File: src/rtl/etp_pkg.sv
// shared types, constants and helper function for the euclidean trigger pattern block
package etp_pkg;

	localparam int MAX_STEPS = 32;
	localparam int PAT_W     = MAX_STEPS;
	localparam int IDX_W     = $clog2(MAX_STEPS);
	localparam int LEN_W     = 6;
	localparam int HITS_W    = 6;
	localparam int STEP_W    = 16;
	localparam int AMT_W     = 7;
	localparam int DIV_W     = 16;
	localparam int DIV_CNT_W = $clog2(DIV_W);
	localparam int PROD_W    = 2 * LEN_W;
	localparam int POS_W     = DIV_W + 1;
	localparam int LEN_RESET = 16;
	localparam int J_INIT    = 2;

	typedef enum logic [1:0] {
		OP_GEN  = 2'd0,
		OP_READ = 2'd1,
		OP_ROT  = 2'd2,
		OP_INV  = 2'd3
	} op_t;

	typedef enum logic [4:0] {
		CMD_NONE,
		CMD_LOAD,
		CMD_INVERT,
		CMD_DIV_IDX,
		CMD_DIV_AMT,
		CMD_READ,
		CMD_ROT,
		CMD_GEN_INIT,
		CMD_DIV_M,
		CMD_PASSES,
		CMD_PASS_BEGIN,
		CMD_MOVE,
		CMD_PASS_END,
		CMD_FIN_BEGIN,
		CMD_PROD1,
		CMD_PROD2,
		CMD_DIV_A,
		CMD_Q1_DIV_B,
		CMD_FIN_MOVE,
		CMD_DONE
	} dp_cmd_t;

	typedef enum logic [3:0] {
		S_IDLE,
		S_DISPATCH,
		S_IDX_WAIT,
		S_AMT_WAIT,
		S_GEN_INIT,
		S_GEN_CHECK,
		S_M_WAIT,
		S_PASS_CHECK,
		S_MOVE,
		S_FIN_CHECK,
		S_PROD2,
		S_DIV_A,
		S_WAIT_A,
		S_WAIT_B,
		S_DONE
	} state_t;

	typedef struct packed {
		op_t  op;
		logic h_trivial;
		logic pass_more;
		logic i_lt_l;
		logic div_done;
		logic out_free;
	} dp_status_t;

	function automatic logic [PAT_W-1:0] len_mask(input logic [LEN_W-1:0] cnt);
		logic [PAT_W:0] t;
		t = ({{PAT_W{1'b0}}, 1'b1} << cnt) - {{PAT_W{1'b0}}, 1'b1};
		return t[PAT_W-1:0];
	endfunction

endpackage

File: src/rtl/etp_ctrl.sv
// controller state machine sequencing the datapath for each item
module etp_ctrl import etp_pkg::*; (
	input  logic       clk,
	input  logic       arst_n,
	input  logic       in_valid,
	output logic       in_ready,
	input  dp_status_t status,
	output dp_cmd_t    cmd
);

	state_t state_q;
	state_t state_nx;

	always_ff @(posedge clk or negedge arst_n) begin
		if (!arst_n)
			state_q <= S_IDLE;
		else
			state_q <= state_nx;
	end

	always_comb begin
		state_nx = state_q;
		cmd      = CMD_NONE;
		in_ready = 1'b0;
		unique case (state_q)
			S_IDLE: begin
				in_ready = 1'b1;
				if (in_valid) begin
					cmd      = CMD_LOAD;
					state_nx = S_DISPATCH;
				end
			end
			S_DISPATCH: begin
				unique case (status.op)
					OP_GEN: state_nx = S_GEN_INIT;
					OP_READ: begin
						cmd      = CMD_DIV_IDX;
						state_nx = S_IDX_WAIT;
					end
					OP_ROT: begin
						cmd      = CMD_DIV_AMT;
						state_nx = S_AMT_WAIT;
					end
					OP_INV: begin
						cmd      = CMD_INVERT;
						state_nx = S_DONE;
					end
					default: state_nx = S_DONE;
				endcase
			end
			S_IDX_WAIT: begin
				if (status.div_done) begin
					cmd      = CMD_READ;
					state_nx = S_DONE;
				end
			end
			S_AMT_WAIT: begin
				if (status.div_done) begin
					cmd      = CMD_ROT;
					state_nx = S_DONE;
				end
			end
			S_GEN_INIT: begin
				cmd      = CMD_GEN_INIT;
				state_nx = S_GEN_CHECK;
			end
			S_GEN_CHECK: begin
				if (status.h_trivial) begin
					state_nx = S_DONE;
				end else begin
					cmd      = CMD_DIV_M;
					state_nx = S_M_WAIT;
				end
			end
			S_M_WAIT: begin
				if (status.div_done) begin
					cmd      = CMD_PASSES;
					state_nx = S_PASS_CHECK;
				end
			end
			S_PASS_CHECK: begin
				if (status.pass_more) begin
					cmd      = CMD_PASS_BEGIN;
					state_nx = S_MOVE;
				end else begin
					cmd      = CMD_FIN_BEGIN;
					state_nx = S_FIN_CHECK;
				end
			end
			S_MOVE: begin
				if (status.i_lt_l) begin
					cmd = CMD_MOVE;
				end else begin
					cmd      = CMD_PASS_END;
					state_nx = S_PASS_CHECK;
				end
			end
			S_FIN_CHECK: begin
				if (status.i_lt_l) begin
					cmd      = CMD_PROD1;
					state_nx = S_PROD2;
				end else begin
					state_nx = S_DONE;
				end
			end
			S_PROD2: begin
				cmd      = CMD_PROD2;
				state_nx = S_DIV_A;
			end
			S_DIV_A: begin
				cmd      = CMD_DIV_A;
				state_nx = S_WAIT_A;
			end
			S_WAIT_A: begin
				if (status.div_done) begin
					cmd      = CMD_Q1_DIV_B;
					state_nx = S_WAIT_B;
				end
			end
			S_WAIT_B: begin
				if (status.div_done) begin
					cmd      = CMD_FIN_MOVE;
					state_nx = S_FIN_CHECK;
				end
			end
			S_DONE: begin
				if (status.out_free) begin
					cmd      = CMD_DONE;
					state_nx = S_IDLE;
				end
			end
			default: state_nx = S_IDLE;
		endcase
	end

endmodule
File: config.mk
export PLATFORM = sky130hd
export DESIGN_NAME = etp_ctrl
export DESIGN_NICKNAME = d
export VERILOG_FILES = /design/src/rtl/etp_pkg.sv /design/src/rtl/etp_ctrl.sv
export SDC_FILE = /design/constraint.sdc
export NUM_CORES = 1
export LEC_CHECK = 0
export BUFFER_PORTS_ARGS = -buffer_cell sky130_fd_sc_hd__buf_2
export CORE_MARGIN = 5
export CORE_UTILIZATION = 55
export CTS_CLUSTER_SIZE = 8
export DETAILED_ROUTE_END_ITERATION = 12
export PLACE_DENSITY = 0.87
export SLEW_MARGIN = 20
export SYNTH_ARGS = -nofsm -noshare
export SYNTH_HDL_FRONTEND = slang
export SYNTH_SLANG_ARGS = --single-unit
File: constraint.sdc
create_clock -name clk -period 3.1 [get_ports clk]
set_clock_uncertainty 0.1 [all_clocks]
set_input_delay 0.155 -clock clk [delete_from_list [all_inputs] [get_ports clk]]
set_output_delay 0.155 -clock clk [all_outputs]
set_load 0.1 [all_outputs]
# Word level (Yosys, flattened, before mapping)
# Cells that the tools add are included.
# Widths: inputs -> output; s select.
[totals]
rom_bits = 0
latchBits = 0
ram_bits = 0
mem_count = 0
elab_cells = 55
out_inout_bits = 6
regBits = 4
input_bits = 10
[classes]
n_eq_ne = 24
n_addsub = 0
shifts = 0
n_mux = 26
multipliers = 0
reduce_logical = 4
div = 0
n_bitwise = 0
magnitude_cmp = 0
[ops]
columns = ["operator", "count"]
rows = [
  ["$pmux 5 s15", 1],
  ["$pmux 4 s14", 1],
  ["$mux 4", 11],
  ["$eq 4x4->1 const B", 7],
  ["$eq 4x3->1 const B", 4],
  ["$pmux 4 s4", 1],
  ["$mux 3", 5],
  ["$mux 5", 3],
  ["$ne 2x2->1 const B", 6],
  ["$pmux 3 s3", 1],
  ["$eq 4x2->1 const B", 2],
  ["$reduce_and 7->1", 1],
  ["$eq 2x2->1 const B", 2],
  ["$eq 4x1->1 const B", 1],
  ["$logic_not 4->1", 1],
  ["$mux 1", 3],
  ["$eq 2x1->1 const B", 1],
  ["$logic_not 2->1", 1],
  ["$ne 2x1->1 const B", 1],
  ["$reduce_or 2->1", 1],
]

# Depth between registers and ports, before layout
# Gate-level depths: netlist of the first run.
[logic_depth]
word_depth = 4
ltp_mapped = 7
ltp_nobuf = 6

# Worst setup path after synthesis of the first run
# OpenSTA, ideal clock, no wires.
[synth_path]
kind = "reg-to-output"
startpoint = "register state_q[3]"
endpoint = "output cmd[2]"
path_slack_ps = -1525
path_buffers = 2
arrival_time_ps = 4370
stages_incl_launch_ff = 7
t_required_ps = 2845
cell_sequence = "dfrtp_1 > buf_6 > clkbuf_1 > nand2b_1 > nor2_1 > a21oi_1 > o311ai_0"
[synth_between]
elab_chain_cells = 2
word_cells_on_any_way = 16
classes_between = "14 x eq/ne; 1 x mux; 1 x reduce/logical"
[synth_lines]
columns = ["item", "line", "source"]
rows = [
  ["start: declaration", "etp_ctrl.sv:11", "state_t state_q;"],
  ["start signal: assignment", "etp_ctrl.sv:18", "state_q <= state_nx;"],
  ["$eq 4x4->1 (tied with other cells)", "etp_ctrl.sv:25", "unique case (state_q)"],
  ["$pmux 5 s15 (*)", "etp_ctrl.sv:25", ""],
  ["end: declaration", "etp_ctrl.sv:8", "output dp_cmd_t cmd"],
]
# Mark *: on every way between the ends. The rest lies on a longest branch, timed or not.

# Final worst setup path of the first run
[layout_path]
startpoint = "register state_q[2]"
endpoint = "output cmd[0]"
# Same word-level chain as after synthesis.

==> impl_metrics.json, run 1 <==
{
  "synth_commonest_cells": "nand2_1 (10), nor2_1 (9), o21ai_0 (6)",
  "crit_path_end_kind": "primary output",
  "outcome": "finished, final reports clean",
  "netlist_top_cells_area": "dfrtp_1 (13%), ha_1 (8.0%), nand2_1 (4.8%)",
  "crit_fanout": 24,
  "port_buffers": 15,
  "seq_area_frac_synth_pct": 12.8,
  "yosys_warnings": 0,
  "h-tree-depth": 1,
  "clock-sinks": 4,
  "synth.distinct_cells": 42,
  "grt_pass1_wl_um": 3110,
  "maxSlewHeadroom_pct": 47.9,
  "cts_tree": "yes",
  "syn_inst": 107,
  "period_share_pct": 83.6,
  "crit_path_end": "cmd[0]",
  "antenna_found_initial": 0,
  "ctsResizeCount": 0,
  "worstPathArrival_ns": 2.34,
  "crit-reg2reg-launch": "state_q[1]",
  "insertion_delay_ns": 0.24,
  "rrSetupSlack_ns": 0.95,
  "rows": 13,
  "vias": 853,
  "final.fill_count": 114,
  "drive_gt1_share_pct": 21.6,
  "multi_input_area_um2": 624,
  "grt_overflow": 0,
  "largest_reg_flops": 4,
  "hold_path.class": "primary input to asynchronous set/reset pin",
  "path_class": "register to primary output",
  "grt_max_degree": 29,
  "gp_congestion": 0.882,
  "slew_viol_final": 0,
  "rsz0062_at_grt": "no",
  "cts_buffers": 3,
  "areaGrowthSynthToFinish_pct": 10.5,
  "ctsRootBufferMaster": "clkbuf_4",
  "avgRoutedWirePerCell_um": 14.5,
  "synth.most_common_cell": "nand2_1",
  "synthDominantCellAreaShare_pct": 12.8,
  "critPathLaunch": "state_q[2]",
  "required_ns": 2.84,
  "syn-cell-area_um2": 783,
  "core_um2": 1320,
  "r2r_end": "state_q[3]",
  "drt_drc_violations_left": 0,
  "yosysTopAreaCell": "dfrtp_1",
  "io_pins": 16,
  "layout_min_cycle_time_ns": 2.59,
  "syn_nets": 122,
  "finalHoldViolations": 0,
  "clkSlewWorstSetupHoldPaths_ns": 0.04,
  "dieArea_um2": 2280,
  "post-cts-setup-buffers": 0,
  "die_y_um": 47.7,
  "synth-edff-count": 0,
  "grt_pass1_vias": 728,
  "nNetsFinal": 133,
  "top_register": "state_q",
  "fp.dieW_um": 47.7,
  "dp_hpwl_um": 1390,
  "drt_iter0_drc": 47,
  "maxCapViolCount": 0,
  "syn_avg_cell_area_um2": 7.32,
  "clockBufferDepth": 2,
  "routed_wl_um": 1910,
  "synth_seq_cells": 4,
  "fmax_ghz": 0.386,
  "antenna_cells": 0,
  "start_util_pct": 59.4,
  "fin_setup_tns_ns": 0,
  "drtAntennaViolNets": 0,
  "async_reset_ff_share_pct": 100,
  "finalSetupViolations": 0,
  "viasPerCell": 6.51,
  "reg2regPathDepth": 4,
  "ys.flop_type": "dfrtp_1",
  "seqCellArea_um2": 100,
  "first_pass_iters": 4,
  "grt_usage_pct": 19.4,
  "critPathLaunchType": "register",
  "reg.largest.list": "state_q x4",
  "tightest_slew_ns": 0.781,
  "postCtsHoldBufs": 1
}
[per-stage QoR]
step / utilization, % / std cells / hold slack (ns) / area, um^2 / setup WS (ns)
floorplan: - / 107 / -0.241 / 790 / -0.346
global placement: 63.2 / 127 / -0.141 / 833 / 0.853
detailed placement: 63.2 / 127 / -0.141 / 833 / 0.813
CTS: 65.7 / 131 / 0.135 / 866 / 0.563
global route: 65.7 / 131 / 0.161 / 866 / 0.430
finish: 65.7 / 131 / 0.142 / 866 / 0.508
[layout by cell type (no fill, tap or decap), drive strengths merged, types with 4 or more instances in the layout]
| master | Yosys | final |
|---|---|---|
| o21ai | 6 | 6 |
| dfrtp | 4 | 4 |
| buf | 5 | 15 |
| nand2 | 10 | 10 |
| nor2b | 5 | 5 |
| nand2b | 5 | 5 |
| a21oi | 4 | 4 |
| a31oi | 4 | 4 |
| ha | 5 | 5 |
| nor2 | 9 | 9 |
| inv | 4 | 4 |
[how the worst min path moves through the flow]
stage / depth (start not counted) / slack, ns / startpoint / endpoint
after global routing: 2 / 0.16 / arst_n / state_q[1]
after detailed placement: 1 / -0.14 / arst_n / state_q[3]
after CTS: 2 / 0.14 / arst_n / state_q[0]
after global placement: 1 / -0.14 / arst_n / state_q[2]
after floorplan: 0 / -0.24 / arst_n / state_q[0]
final: 2 / 0.14 / arst_n / state_q[0]
[cell families (layout without fill, tap and decap cells)]
family | Yosys count | in the layout | share of synthesized area [%]
AO/OA/AOI/OAI | 37 | 37 | 35.3
adder cells (fa/ha/maj) | 5 | 5 | 7.99
buffers and inverters | 14 | 23 | 8.31
flip-flops | 4 | 4 | 12.8
multiplexers | 2 | 2 | 2.88
AND/OR/NAND/NOR | 45 | 45 | 32.7
[critical path, cell delays in order (launching register included)]
cell	delay [ns]
dfrtp_1	0.84
inv_1	0.25
o211a_1	0.29
a221oi_1	0.29
o211ai_1	0.12
buf_2	0.32
[layer usage]
metal	track usage, %	part of all wire [%]	vias to the layer above
li1	-	-	417
met1	25.3	40	380
met2	31.9	49	54
met3	0	9.6	2
met4	11.3	0.79	0
met5	0	0	-
[cell type report]
type	count	area share [%]
inverters	4	1.73
repair buffers	16	9.83
flip-flops and latches	4	11.6
well taps	15	2.17
multi-input cells	89	72.1
clock buffers	3	2.60
Power of run 1 is left out: the tool's default activity adds up to more than one toggle a clock period on the data nets, which glitch-free logic cannot reach.
==> run 2, diff against run 1 <==
--- a/config.mk
+++ b/config.mk
@@ -7,10 +7,10 @@
 export LEC_CHECK = 0
 export BUFFER_PORTS_ARGS = -buffer_cell sky130_fd_sc_hd__buf_2
 export CORE_MARGIN = 5
-export CORE_UTILIZATION = 55
+export CORE_UTILIZATION = 53
 export CTS_CLUSTER_SIZE = 8
 export DETAILED_ROUTE_END_ITERATION = 12
-export PLACE_DENSITY = 0.87
+export PLACE_DENSITY = 0.84
 export SLEW_MARGIN = 20
 export SYNTH_ARGS = -nofsm -noshare
 export SYNTH_HDL_FRONTEND = slang
==> constraint.sdc (replaced) <==
create_clock -name clk -period 2.7 [get_ports clk]
set_clock_uncertainty 0.1 [all_clocks]
set_input_delay 0.135 -clock clk [delete_from_list [all_inputs] [get_ports clk]]
set_output_delay 0.135 -clock clk [all_outputs]
set_load 0.1 [all_outputs]
==> run 2 against run 1 <==
  * Wire length decreased by 2.6%
  * Setup slack got worse by 0.25 ns
  * Non-clock buffer count rose by 1
  * Clock-buffer cell count unchanged
  * Largest cell class unchanged
==> impl_metrics.json, run 2 (synthesis results as in run 1) <==
{
  "outcome": "finished, final reports clean",
  "critPathLaunch": "state_q[1]",
  "mostFrequentLayoutCell": "buf_2",
  "slew_viol_final": 0,
  "ctsResizeCount": 0,
  "drive_gt1_share_pct": 23.1,
  "fp.dieW_um": 48.4,
  "dieArea_um2": 2350,
  "crit_path_end_kind": "primary output",
  "hold_path.class": "primary input to asynchronous set/reset pin",
  "avgRoutedWirePerCell_um": 14.1,
  "dp_hpwl_um": 1360,
  "critPathTopFamily": "flip-flops",
  "drt_iter0_drc": 25,
  "drt_drc_violations_left": 0,
  "crit_slowest_cell": "dfrtp_1",
  "reg.largest.list": "state_q x4",
  "gp_congestion": 0.873,
  "clock-sinks": 4,
  "maxCapViolCount": 0,
  "antenna_cells": 0,
  "path_depth": 5,
  "finalHoldViolations": 0,
  "path_cells": "nor2b_1 > a21o_1 > a31oi_1 > nand4b_1 > buf_2",
  "nNetsFinal": 134,
  "cts_tree": "yes",
  "drtAntennaViolNets": 0,
  "crit_path_end": "cmd[1]",
  "clockBufferDepth": 2,
  "r2r_end": "state_q[1]",
  "crit-reg2reg-launch": "state_q[1]",
  "viasPerCell": 6.39,
  "vias": 844,
  "first_pass_iters": 4,
  "h-tree-depth": 1,
  "insertion_delay_ns": 0.23,
  "critPathLaunchType": "register",
  "top_register": "state_q",
  "clkSlewWorstSetupHoldPaths_ns": 0.04,
  "grt_usage_pct": 15.7,
  "layout_min_cycle_time_ns": 2.44,
  "maxSlewHeadroom_pct": 47.9,
  "rsz0062_at_grt": "no",
  "rrSetupSlack_ns": 0.53,
  "required_ns": 2.47,
  "finalSetupViolations": 0,
  "rows": 13,
  "start_util_pct": 58.0,
  "routed_wl_um": 1860,
  "reg2regPathDepth": 4,
  "crit_buf_inv": 1,
  "port_buffers": 15,
  "max_stage_delay_ns": 0.80,
  "grt_pass1_wl_um": 3140,
  "final_util_pct": 65.2,
  "areaGrowthSynthToFinish_pct": 12.5,
  "path_class": "register to primary output",
  "grt_pass1_vias": 747,
  "antenna_found_initial": 0,
  "io_pins": 16,
  "worstPathArrival_ns": 2.21,
  "crit_fanout": 26,
  "die_y_um": 48.4,
  "mostFrequentLayoutCells": "buf_2 (15), nand2_1 (10), nor2_1 (9)",
  "tightest_slew_ns": 0.782,
  "final.fill_count": 125,
  "grt_overflow": 0,
  "core_um2": 1350,
  "fmax_ghz": 0.409,
  "largest_reg_flops": 4,
  "cts_buffers": 3,
  "grt_max_degree": 29,
  "period_share_pct": 90.5,
  "ctsRootBufferMaster": "clkbuf_4"
}
run 2: changes by cell type in the layout (fill, tap and decap cells not counted), sizes merged:
cell	change
buf	+1
run 2: what timing repair did:
item,4_1_cts,5_1_grt
hold buffers,1,0
buffers inserted,0,0
endpoints found under the hold margin,4,0
run 2: routing by layer:
| layer | GRT usage, % | vias up | part of all wire [%] |
|---|---|---|---|
| met5 | 0 | - | 0 |
| met4 | 9.68 | 0 | 0 |
| met3 | 0.612 | 0 | 5.1 |
| met2 | 24.3 | 26 | 50 |
| met1 | 21.2 | 397 | 45 |
| li1 | - | 421 | - |
run 2: layout make-up:
type | count | area (um^2) | share of cell area, %
sequential | 4 | 100 | 11.4
clock buffer | 3 | 22.5 | 2.56
tap | 15 | 18.8 | 2.13
multi-input combinational | 89 | 632 | 71.7
timing repair buffer | 17 | 92.6 | 10.5
inverter | 4 | 15.0 | 1.70
run 2: metrics by stage:
step                      TNS [ns]  setup WS [ns]  cells  area [um^2]  hold slack (ns)
after floorplan            -0.0756        -0.0748    107          813           -0.261
after global placement           0          0.544    128          848           -0.162
after detailed placement         0          0.520    128          848           -0.161
after CTS                        0          0.274    132          881            0.129
after global routing             0          0.136    132          881            0.165
final                            0          0.255    132          881            0.133
run 2: how the worst min path moves through the flow:
stage / end / cells past startpoint
6_report: state_q[3] / 2
5_1_grt: state_q[0] / 2
4_1_cts: state_q[3] / 2
3_5_place_dp: state_q[1] / 1
3_3_place_gp: state_q[1] / 1
2_1_floorplan: state_q[0] / 0
Power of run 2 is left out for the same reason.
